$ cat src/hdl/cbmw_pkg.sv
// Shared types and constants for the cartridge bank mapper with work RAM.
`default_nettype none

package cbmw_pkg;

    localparam int WORK_RAM_DEPTH = 256;
    localparam int WRAM_AW        = $clog2(WORK_RAM_DEPTH);

    typedef enum logic [1:0] {
        KIND_CPU_WRITE = 2'd0,
        KIND_CPU_READ  = 2'd1,
        KIND_PPU_FETCH = 2'd2,
        KIND_UNUSED    = 2'd3
    } t_kind;

    localparam logic [11:0] REG_PAGE_HI  = 12'h7EF;
    localparam logic [3:0]  CHR_REG_LAST = 4'h5;
    localparam logic [3:0]  MIRROR_REG   = 4'h6;
    localparam logic [3:0]  PRG_REG_BASE = 4'hA;
    localparam logic [7:0]  WRAM_PAGE_HI = 8'h7F;
    localparam logic [7:0]  FIXED_BANK   = 8'hFF;
    localparam logic [1:0]  FIXED_WINDOW = 2'd3;

    localparam logic [0:0]  REG_BOARD_VARIANT = 1'b0;

    typedef struct packed {
        logic [7:0] bank_number;
        logic       bank_valid;
        logic       nametable_page;
        logic       page_valid;
    } t_map_res;

endpackage

`default_nettype wire

$ cat src/hdl/cbmw_regs.sv
// Bank and mirroring registers with the PRG, CHR and nametable lookup.
`default_nettype none

module cbmw_regs (
    input  wire logic                i_clk,
    input  wire logic                i_rst_n,
    input  wire logic                i_accept,
    input  wire cbmw_pkg::t_kind     i_kind,
    input  wire logic [15:0]         i_address,
    input  wire logic [7:0]          i_write_data,
    input  wire logic                i_variant,
    output cbmw_pkg::t_map_res       o_res
);

    logic [7:0] r_chr [6];
    logic [7:0] r_prg [3];
    logic       r_mirror;

    logic       reg_page;
    logic [3:0] nib;
    logic [3:0] prg_off;
    logic [2:0] slot;
    logic [2:0] hi_idx;
    logic [1:0] tbl;
    logic [1:0] win;

    assign reg_page = i_accept && (i_kind == cbmw_pkg::KIND_CPU_WRITE)
                      && (i_address[15:4] == cbmw_pkg::REG_PAGE_HI);
    assign nib      = i_address[3:0];
    assign prg_off  = nib - cbmw_pkg::PRG_REG_BASE;

    always_ff @(posedge i_clk) begin
        if (!i_rst_n) begin
            for (int k = 0; k < 6; k++) r_chr[k] <= '0;
            for (int k = 0; k < 3; k++) r_prg[k] <= '0;
            r_mirror <= 1'b0;
        end else if (reg_page) begin
            if (nib <= cbmw_pkg::CHR_REG_LAST) begin
                r_chr[nib[2:0]] <= i_write_data;
            end else if (nib == cbmw_pkg::MIRROR_REG) begin
                r_mirror <= i_write_data[0];
            end else if (nib >= cbmw_pkg::PRG_REG_BASE) begin
                r_prg[prg_off[2:1]] <= i_write_data;
            end
        end
    end

    assign slot   = i_address[12:10];
    assign hi_idx = {1'b0, slot[1:0]} + 3'd2;
    assign tbl    = i_address[11:10];
    assign win    = i_address[14:13];

    always_comb begin
        o_res = '0;
        unique case (i_kind)
            cbmw_pkg::KIND_CPU_READ: begin
                if (i_address[15]) begin
                    o_res.bank_valid  = 1'b1;
                    o_res.bank_number = (win == cbmw_pkg::FIXED_WINDOW) ?
                                        cbmw_pkg::FIXED_BANK : r_prg[win];
                end
            end
            cbmw_pkg::KIND_PPU_FETCH: begin
                if (!i_address[13]) begin
                    o_res.bank_valid  = 1'b1;
                    o_res.bank_number = slot[2] ? r_chr[hi_idx] :
                                        {r_chr[{2'b00, slot[1]}][7:1], slot[0]};
                end else begin
                    o_res.page_valid = 1'b1;
                    if (i_variant) begin
                        o_res.nametable_page = r_chr[{2'b00, tbl[1]}][7];
                    end else begin
                        o_res.nametable_page = r_mirror ? tbl[0] : tbl[1];
                    end
                end
            end
            default: begin
                o_res = '0;
            end
        endcase
    end

endmodule

`default_nettype wire

$ cat src/hdl/cartridge_bank_mapper_with_wram_core.sv
// Top level of the cartridge bank mapper with 256-byte work RAM.
// One bus access per clock unless the output stalls: a request is taken in every
// cycle that o_ready is high, and its result passes through the read stage into the
// output register. The work RAM is a single-port synchronous array read and written
// at the accepting edge; per-entry valid flops cleared by reset make unwritten bytes
// read as zero, so there is no clearing pass. Bank and mirroring lookups are resolved
// at acceptance and travel with the request. board_variant is at APB byte address 0.
`default_nettype none

module cartridge_bank_mapper_with_wram_core (
    input  wire logic        i_clk,
    input  wire logic        i_rst_n,
    input  wire logic        i_valid,
    output      logic        o_ready,
    input  wire logic [1:0]  i_kind,
    input  wire logic [15:0] i_address,
    input  wire logic [7:0]  i_write_data,
    output      logic        o_valid,
    input  wire logic        i_ready,
    output      logic [7:0]  o_read_data,
    output      logic        o_read_served,
    output      logic [7:0]  o_bank_number,
    output      logic        o_bank_valid,
    output      logic        o_nametable_page,
    output      logic        o_page_valid,
    input  wire logic        psel,
    input  wire logic        penable,
    input  wire logic        pwrite,
    input  wire logic [2:0]  paddr,
    input  wire logic [31:0] pwdata,
    output      logic [31:0] prdata,
    output      logic        pready
);

    cbmw_pkg::t_kind     kind;
    cbmw_pkg::t_map_res  map_res;

    logic                         r_variant;
    logic [7:0]                   wram [cbmw_pkg::WORK_RAM_DEPTH];
    logic [cbmw_pkg::WORK_RAM_DEPTH-1:0] r_wvld;
    logic [7:0]                   r_mem_q;

    logic                         r_s1_vld;
    logic                         r_s1_served;
    logic                         r_s1_wvld;
    cbmw_pkg::t_map_res           r_s1_map;

    logic                         r_out_vld;
    logic [7:0]                   r_out_data;
    logic                         r_out_served;
    cbmw_pkg::t_map_res           r_out_map;

    logic                         accept;
    logic                         s1_move;
    logic                         wram_hit;
    logic                         wram_wr;
    logic                         wram_rd;
    logic [cbmw_pkg::WRAM_AW-1:0] wa;
    logic                         cfg_wr;

    assign kind     = cbmw_pkg::t_kind'(i_kind);
    assign s1_move  = r_s1_vld && (!r_out_vld || i_ready);
    assign o_ready  = !r_s1_vld || s1_move;
    assign accept   = i_valid && o_ready;
    assign wa       = i_address[cbmw_pkg::WRAM_AW-1:0];
    assign wram_hit = (i_address[15:8] == cbmw_pkg::WRAM_PAGE_HI) && !r_variant;
    assign wram_wr  = accept && wram_hit && (kind == cbmw_pkg::KIND_CPU_WRITE);
    assign wram_rd  = wram_hit && (kind == cbmw_pkg::KIND_CPU_READ);

    // configuration port
    assign pready = 1'b1;
    assign cfg_wr = psel && penable && pwrite && pready
                    && (paddr[2] == cbmw_pkg::REG_BOARD_VARIANT);
    assign prdata = (paddr[2] == cbmw_pkg::REG_BOARD_VARIANT) ?
                    {31'd0, r_variant} : 32'd0;

    always_ff @(posedge i_clk) begin
        if (!i_rst_n) begin
            r_variant <= 1'b0;
        end else if (cfg_wr) begin
            r_variant <= pwdata[0];
        end
    end

    cbmw_regs u_regs (
        .i_clk        (i_clk),
        .i_rst_n      (i_rst_n),
        .i_accept     (accept),
        .i_kind       (kind),
        .i_address    (i_address),
        .i_write_data (i_write_data),
        .i_variant    (r_variant),
        .o_res        (map_res)
    );

    // work RAM
    always_ff @(posedge i_clk) begin
        if (wram_wr) begin
            wram[wa] <= i_write_data;
        end
    end

    always_ff @(posedge i_clk) begin
        if (accept) begin
            r_mem_q <= wram[wa];
        end
    end

    always_ff @(posedge i_clk) begin
        if (!i_rst_n) begin
            r_wvld <= '0;
        end else if (wram_wr) begin
            r_wvld[wa] <= 1'b1;
        end
    end

    // read stage
    always_ff @(posedge i_clk) begin
        if (!i_rst_n) begin
            r_s1_vld <= 1'b0;
        end else if (accept) begin
            r_s1_vld <= 1'b1;
        end else if (s1_move) begin
            r_s1_vld <= 1'b0;
        end
    end

    always_ff @(posedge i_clk) begin
        if (accept) begin
            r_s1_served <= wram_rd;
            r_s1_wvld   <= r_wvld[wa];
            r_s1_map    <= map_res;
        end
    end

    // output register
    always_ff @(posedge i_clk) begin
        if (!i_rst_n) begin
            r_out_vld <= 1'b0;
        end else if (s1_move) begin
            r_out_vld <= 1'b1;
        end else if (i_ready) begin
            r_out_vld <= 1'b0;
        end
    end

    always_ff @(posedge i_clk) begin
        if (s1_move) begin
            r_out_served <= r_s1_served;
            r_out_data   <= (r_s1_served && r_s1_wvld) ? r_mem_q : 8'd0;
            r_out_map    <= r_s1_map;
        end
    end

    assign o_valid          = r_out_vld;
    assign o_read_data      = r_out_data;
    assign o_read_served    = r_out_served;
    assign o_bank_number    = r_out_map.bank_number;
    assign o_bank_valid     = r_out_map.bank_valid;
    assign o_nametable_page = r_out_map.nametable_page;
    assign o_page_valid     = r_out_map.page_valid;

    a_one_source: assert property (@(posedge i_clk) disable iff (!i_rst_n)
        o_valid |-> ($countones({o_read_served, o_bank_valid, o_page_valid}) <= 1))
        else $error("more than one result source");

    a_data_zero: assert property (@(posedge i_clk) disable iff (!i_rst_n)
        (o_valid && !o_read_served) |-> (o_read_data == 8'd0))
        else $error("read data without work RAM hit");

    a_page_zero: assert property (@(posedge i_clk) disable iff (!i_rst_n)
        (o_valid && !o_page_valid) |-> !o_nametable_page)
        else $error("nametable page without page valid");

    a_mem_hold: assert property (@(posedge i_clk) disable iff (!i_rst_n)
        (r_s1_vld && r_s1_wvld && !s1_move) |=> $stable(r_mem_q))
        else $error("work RAM data lost under stall");

endmodule

`default_nettype wire

$ cat config.mk
export PLATFORM = sky130hd
export DESIGN_NAME = cartridge_bank_mapper_with_wram_core
export DESIGN_NICKNAME = d
export VERILOG_FILES = /design/src/hdl/cbmw_pkg.sv /design/src/hdl/cbmw_regs.sv /design/src/hdl/cartridge_bank_mapper_with_wram_core.sv
export SDC_FILE = /design/constraint.sdc
export NUM_CORES = 2
export LEC_CHECK = 0
export ABC_AREA = 1
export BUFFER_PORTS_ARGS = -buffer_cell sky130_fd_sc_hd__buf_4
export CORE_MARGIN = 3
export CORE_UTILIZATION = 50
export DETAILED_ROUTE_END_ITERATION = 10
export PLACE_DENSITY = 0.66
export SLEW_MARGIN = 20
export SYNTH_ARGS = -nofsm -noshare
export SYNTH_HDL_FRONTEND = slang
export SYNTH_SLANG_ARGS = --single-unit
$ cat constraint.sdc
create_clock -name i_clk -period 6.7 [get_ports i_clk]
set_input_delay 0 -clock i_clk [delete_from_list [all_inputs] [get_ports i_clk]]
set_output_delay 0 -clock i_clk [all_outputs]
set_load 0.01 [all_outputs]
## After elaboration in Yosys (flattened, before gate mapping)

Memory sizes are Yosys's and may differ from the RTL's. A register that Yosys moved wholly into a read port is not among the register bits.
Cells that the tools add are included.

| word-level totals | value |
|---|---|
| register bits after elaboration | 293 |
| bits in writable memories | 2120 |
| input bits | 68 |
| output and inout bits | 55 |
| word-level logic and storage cells | 96 |
| memories kept | 3 |

Memories:

| memory | words | width | read ports | clocked after Yosys merged registers in | write ports | RTL line | source |
|---|---|---|---|---|---|---|---|
| wram | 256 | 8 | 1 | 1 | 1 | cartridge_bank_mapper_with_wram_core.sv:39 | `logic [7:0] wram [cbmw_pkg::WORK_RAM_DEPTH];` |
| u_regs.r_chr | 6 | 8 | 2 | 0 | 6 | cbmw_regs.sv:15 | `logic [7:0] r_chr [6];` |
| u_regs.r_prg | 3 | 8 | 1 | 0 | 3 | cbmw_regs.sv:16 | `logic [7:0] r_prg [3];` |

| cells by class | value |
|---|---|
| $add $sub $neg | 2 |
| magnitude comparators | 4 |
| eq/ne operators | 6 |
| multiplexer cells | 36 |
| bitwise operators | 3 |
| reduce and logical (&&, ||, !) cells | 25 |

Operator list:

| cell | number |
|---|---|
| OR 256 bit | 1 |
| 2-to-1 mux 8 bit | 4 |
| 2-to-1 mux 1 bit | 25 |
| 2-to-1 mux 9 bit | 2 |
| one-hot mux 9 bit (2 select lines) | 1 |
| OR reduction 8 bit | 2 |
| logical AND 1 bit | 13 |
| equality test 12 x 11 -> 1 bit, second input constant | 1 |
| < comparator 8 x 9 -> 1 bit, second input constant | 1 |
| binary-select mux 1 bit (select 8 bit) | 1 |
| demux 1 bit (select 8 bit) | 1 |
| equality test 8 x 7 -> 1 bit, second input constant | 1 |
| >= comparator 8 x 1 -> 1 bit, second input constant | 1 |
| equality test 2 bit, second input constant | 2 |
| equality test 4 x 3 -> 1 bit, second input constant | 1 |
| >= comparator 4 bit, second input constant | 1 |
| <= comparator 4 x 3 -> 1 bit, second input constant | 1 |
| nonzero test 2 bit | 2 |
| adder 2 x 2 -> 3 bit, second input constant | 1 |
| logical NOT 1 bit | 3 |
| 2-to-1 mux 3 bit | 1 |
| AND reduction 3 bit | 1 |
| subtractor 3 x 2 -> 3 bit, second input constant | 1 |
| equality test 2 x 1 -> 1 bit, second input constant | 1 |
| 5 further kinds | 7 |

## Longest topological paths before layout

| depth | value |
|---|---|
| word-level depth | 12 |
| depth in mapped cells | 17 |
| gate-level depth less buffers | 13 |

## By module

From an unflattened synthesis, not the netlist that was laid out.

| second synthesis, totals | value |
|---|---|
| cell total of the unflattened synthesis | 10245 |
| area total of the unflattened synthesis | 101696.3 µm² |

By module, submodules not included:

| module | times used | cells an instance | area an instance (µm²) | sequential area each (µm²) |
|---|---|---|---|---|
| cartridge_bank_mapper_with_wram_core | 1 | 9866 | 97981.5 | 67915.1 |
| cbmw_regs | 1 | 379 | 3714.8 | 2122.0 |

## Worst setup path before layout

Ideal clock, no wire load.

| path | value |
|---|---|
| path type | register -> register |
| start point | register r_variant |
| end point | memory wram[102][0] (enable) |
| library setup time | 374 ps |
| arrival | 1799 ps |
| data required time | 6326 ps |
| slack | 4527 ps |
| stages on the path, launching flop included | 9 |
| buffers on the path | 1 |
| period minus slack after synthesis | 2173 ps |
| path through | dfxtp_1 inv_1 nand3_1 nor3_4 nand2_2 nor2_2 nand2_1 clkbuf_1 nor2_1 |

| on the way | value |
|---|---|
| cells in the longest elaborated chain, start to end | 6 |

Ends and longest elaborated chain:

| what | RTL line | source |
|---|---|---|
| start, declared | cartridge_bank_mapper_with_wram_core.sv:38 | `logic r_variant;` |
| start signal, assigned | cartridge_bank_mapper_with_wram_core.sv:81 | `r_variant <= pwdata[0];` |
| logical NOT 1 bit | cartridge_bank_mapper_with_wram_core.sv:66 | `assign wram_hit = (i_address[15:8] == cbmw_pkg::WRAM_PAGE_HI) && !r_variant;` |
| logical AND 1 bit | cartridge_bank_mapper_with_wram_core.sv:66 |  |
| logical AND 1 bit (2 in series) | cartridge_bank_mapper_with_wram_core.sv:67 | `assign wram_wr = accept && wram_hit && (kind == cbmw_pkg::KIND_CPU_WRITE);` |
| 2-to-1 mux 1 bit | cartridge_bank_mapper_with_wram_core.sv:98 | `if (wram_wr) begin` |
| 2-to-1 mux 1 bit (implied by the code) | cartridge_bank_mapper_with_wram_core.sv:99 | `wram[wa] <= i_write_data;` |
| end, declared | cartridge_bank_mapper_with_wram_core.sv:39 |  |

No other way between the ends.

==> load_flow_metrics.sql <==
INSERT INTO impl_metrics (metric_group, metric, value, unit) VALUES
('sta', 'period_minus_slack', '3597', 'ps'),
('grt', 'grt_pass1_wl', '397600', 'um'),
('worst_setup_path', 'worst_ep_required_time', '7220', 'ps'),
('detailed_routing', 'detail_route.first_pass.iterations', '6', ''),
('worst_setup_path', 'crit_type', 'input pin to flop', ''),
('detailed_routing', 'finalWirelength', '263600', 'um'),
('detailed_routing', 'drt-initial-drc-count', '7051', ''),
('yosys', 'synthFlopType', 'sky130_fd_sc_hd__edfxtp_1', ''),
('clock_tree', 'cts_setup_buffers', '0', ''),
('worst_setup_path', 'worstSetupEndpoint', 'u_regs.r_chr[0][1]$_SDFFCE_PN0P_', ''),
('yosys', 'cell_types_occupying_the_most_area_after_synthesis', 'sky130_fd_sc_hd__edfxtp_1 (64%), sky130_fd_sc_hd__nand2_1 (20%), sky130_fd_sc_hd__dfxtp_1 (5.2%)', ''),
('worst_setup_path', 'setup.worst_path.end_class', 'flop', ''),
('yosys', 'synth.most_common_cell', 'sky130_fd_sc_hd__nand2_1', ''),
('sta', 'max_slew_margin', '0.2601', ''),
('place', 'gp_routability_congestion', '0.9101', ''),
('clock_tree', 'clkLatencyLatePin', '880', 'ps'),
('die', 'fp.coreArea', '198600', 'um^2'),
('cells_and_area', 'drive_above_1_share', '0.06835', ''),
('clock_tree', 'cts-buffers-inserted', '233', ''),
('yosys', 'ys_ff_latch', '2419', ''),
('place', 'port-buffer-count', '57', ''),
('power', 'power_leakage', '44.24', 'nW'),
('sta', 'fin_setup_tns', '0', 'ps'),
('yosys', 'async_flop_share', '0', ''),
('power', 'vdd_drop_max', '0.2206', 'mV'),
('place', 'detailedPlacementHpwl', '148100', 'um'),
('worst_setup_path', 'reg2reg_slack', '3100', 'ps'),
('clock_tree', 'clk_root_buffer_cell', 'sky130_fd_sc_hd__clkbuf_16', ''),
('die', 'initial_utilization', '0.5062', ''),
('worst_setup_path', 'critical_path.startpoint_type', 'input pin', ''),
('die', 'die_h', '454.4', 'um'),
('grt', 'global_route.usage.total', '0.2540', ''),
('yosys', 'synthXorXnorAreaFrac', '0', ''),
('yosys', 'synth_top_family_by_area', 'simple AND/OR/NAND/NOR gates', ''),
('cells_and_area', 'seq_area', '70040', 'um^2'),
('sta', 'fin_hold_ws', '86.96', 'ps'),
('run_status', 'run_status', 'completed', ''),
('detailed_routing', 'final_antenna_net_count', '0', ''),
('clock_tree', 'ctsLongestPathBuffers', '3', ''),
('yosys', 'yosysWarningCount', '0', ''),
('cells_and_area', 'area_of_the_multi_input_gates', '27980', 'um^2'),
('worst_setup_path', 'worstPathMaxFanout', '17', ''),
('clock_tree', 'h-tree-depth', '4', ''),
('worst_setup_path', 'worst_r2r_endpoint', 'wram[130][7]$_DFFE_PP_', ''),
('detailed_routing', 'detailed_route_wire_length_per_cell', '20.71', 'um'),
('worst_setup_path', 'worstReg2RegStart', 'r_variant$_SDFFE_PN0P_', ''),
('detailed_routing', 'post-route-drc-count', '0', ''),
('cells_and_area', 'finish.net_count', '9942', ''),
('yosys', 'synth-simple-area-share', '0.2625', ''),
('die', 'die_area', '206500', 'um^2'),
('grt', 'via_count_of_the_first_global_routing_pass', '65810', ''),
('worst_setup_path', 'timing.critical_path.arrival', '4120', 'ps'),
('worst_setup_path', 'crit_path_start', 'i_address[7]', ''),
('clock_tree', 'cts.clk_slew.worst_paths', '60', 'ps'),
('sta', 'finalSetupViolations', '0', ''),
('min_path', 'min-delay-path-class', 'input pin to flop', ''),
('yosys', 'number_of_enable_type_register_cells_in_the_synthesized_netlist', '2159', ''),
('die', 'die_width', '454.4', 'um'),
('yosys', 'synth_top_cell_area_share', '0.6448', ''),
('yosys', 'synth_cells', '9942', ''),
('grt', 'largest_net_degree_at_the_start_of_global_routing', '172', ''),
('clock_tree', 'clock_sink_count', '2419', ''),
('worst_setup_path', 'reg2regPathDepth', '7', ''),
('die', 'i_o_pin_total', '123', ''),
('yosys', 'complex_gate_fraction_of_the_synthesized_area', '0.01394', ''),
('detailed_routing', 'vias', '68355', ''),
('yosys', 'synthMuxAreaShare', '0', ''),
('sta', 'measured_slew_at_the_worst_slew_check_pin', '1110', 'ps'),
('detailed_routing', 'vias_per_cell', '5.370', ''),
('sta', 'timing_hold_violations_final', '0', ''),
('yosys', 'synthesized_area_fraction_occupied_by_adder_cells', '0.0003733', '');
==> worst max-delay path, cell delays in order <==
cell	delay [ps]
sky130_fd_sc_hd__dlygate4sd3_1	600
sky130_fd_sc_hd__buf_4	150
sky130_fd_sc_hd__nand2_2	80
sky130_fd_sc_hd__inv_2	320
sky130_fd_sc_hd__nand4_1	130
sky130_fd_sc_hd__dlygate4sd3_1	600
sky130_fd_sc_hd__nor3_2	300
sky130_fd_sc_hd__dlygate4sd3_1	710
sky130_fd_sc_hd__nand4_2	360
sky130_fd_sc_hd__inv_2	230
sky130_fd_sc_hd__nand3_2	230
sky130_fd_sc_hd__nand2_1	370
==> timing repair <==
item / CTS / global route
hold endpoints to repair: 1129 / 0
resized for setup: 0 / 0
hold buffers: 47 / 0
endpoints found under the setup margin: 0 / 0
==> routing by layer <==
metal  vias up  track usage  share of wire
met5         -            0              0
li1      32168            -              -
met3       456      0.03922          0.082
met4         0       0.1006          0.038
met1     32990       0.3467           0.41
met2      2741       0.4106           0.47
==> per-stage QoR <==
stage          power [mW]    util  cell area [um^2]  cells  worst slack, ps
2_1_floorplan       17.67       -            100700   9972             4527
3_3_place_gp        18.39  0.5187            103000  12229             2518
3_5_place_dp        18.42  0.5187            103000  12229             2431
4_1_cts             31.49  0.5601            111300  12720             3147
5_1_grt             32.24  0.5602            111300  12723             2922
6_report            31.38  0.5603            111300  12728             3103
==> final cells by class <==
type	count	area share
Sequential cell	2419	0.6293
Multi-Input combinational cell	6947	0.2515
Clock buffer	324	0.05834
Tap cell	2640	0.02968
Timing Repair Buffer	198	0.01692
Clock inverter	120	0.01137
Inverter	72	0.002743
Antenna cell	8	0.0001799
==> power breakdown <==
| group | switching [mW] | internal [mW] |
|---|---|---|
| clock | 5.64 | 7.61 |
| sequential | 0.0130 | 16.4 |
| combinational | 1.33 | 0.354 |
| total | 6.98 | 24.4 |
==> registers in the layout, summed over array words and instances (netlist names), 8 cells and up <==
| name | count |
|---|---|
| o_bank_number | 8 |
| o_read_data | 8 |
| r_mem_q | 8 |
| r_s1_map | 11 |
| r_wvld | 256 |
| u_regs.r_chr | 46 |
| u_regs.r_prg | 24 |
| wram | 2048 |
==> worst min path at each step <==
stage | cells after the start | from | endpoint
6_report | 4 | i_address[5] | wram[91][6]$_DFFE_PP_
2_1_floorplan | 1 | paddr[2] | prdata[0]
5_1_grt | 4 | i_address[5] | wram[91][6]$_DFFE_PP_
4_1_cts | 4 | i_address[5] | wram[91][6]$_DFFE_PP_
3_3_place_gp | 3 | paddr[2] | prdata[0]
3_5_place_dp | 2 | pwdata[0] | r_variant$_SDFFE_PN0P_
==> logic make-up after synthesis <==
family                   count (synthesis)
AND/OR/NAND/NOR                       6645
flip-flops                            2419
AO/OA/AOI/OAI                          267
buffers and inverters                  606
adder cells (fa/ha/maj)                  3
other                                    2
==> cells in the final DEF, fill, tap and decap left out, types with 7 or more instances in the layout <==
master | netlist | layout
sky130_fd_sc_hd__o311ai_0 | 8 | 8
sky130_fd_sc_hd__conb_1 | 2 | 32
sky130_fd_sc_hd__inv_2 | 15 | 22
sky130_fd_sc_hd__buf_12 | 0 | 16
sky130_fd_sc_hd__dfxtp_1 | 260 | 260
sky130_fd_sc_hd__clkinv_1 | 11 | 44
sky130_fd_sc_hd__o21ai_0 | 198 | 197
sky130_fd_sc_hd__a21oi_1 | 45 | 44
sky130_fd_sc_hd__diode_2 | 0 | 8
sky130_fd_sc_hd__nand2_4 | 12 | 12
sky130_fd_sc_hd__nor3_1 | 8 | 8
sky130_fd_sc_hd__clkbuf_16 | 0 | 233
sky130_fd_sc_hd__clkinv_2 | 0 | 47
sky130_fd_sc_hd__clkbuf_1 | 311 | 59
sky130_fd_sc_hd__dlygate4sd3_1 | 0 | 47
sky130_fd_sc_hd__nand3_1 | 229 | 229
sky130_fd_sc_hd__nand2_1 | 5398 | 5398
sky130_fd_sc_hd__bufinv_16 | 0 | 22
sky130_fd_sc_hd__clkbuf_8 | 0 | 32
sky130_fd_sc_hd__o22ai_1 | 7 | 7
sky130_fd_sc_hd__inv_1 | 45 | 32
sky130_fd_sc_hd__buf_8 | 0 | 10
sky130_fd_sc_hd__nor2_1 | 853 | 851
sky130_fd_sc_hd__buf_4 | 41 | 124
sky130_fd_sc_hd__edfxtp_1 | 2159 | 2159
sky130_fd_sc_hd__nor2_4 | 123 | 125
Note: power is estimated with default switching activity, not from simulation.
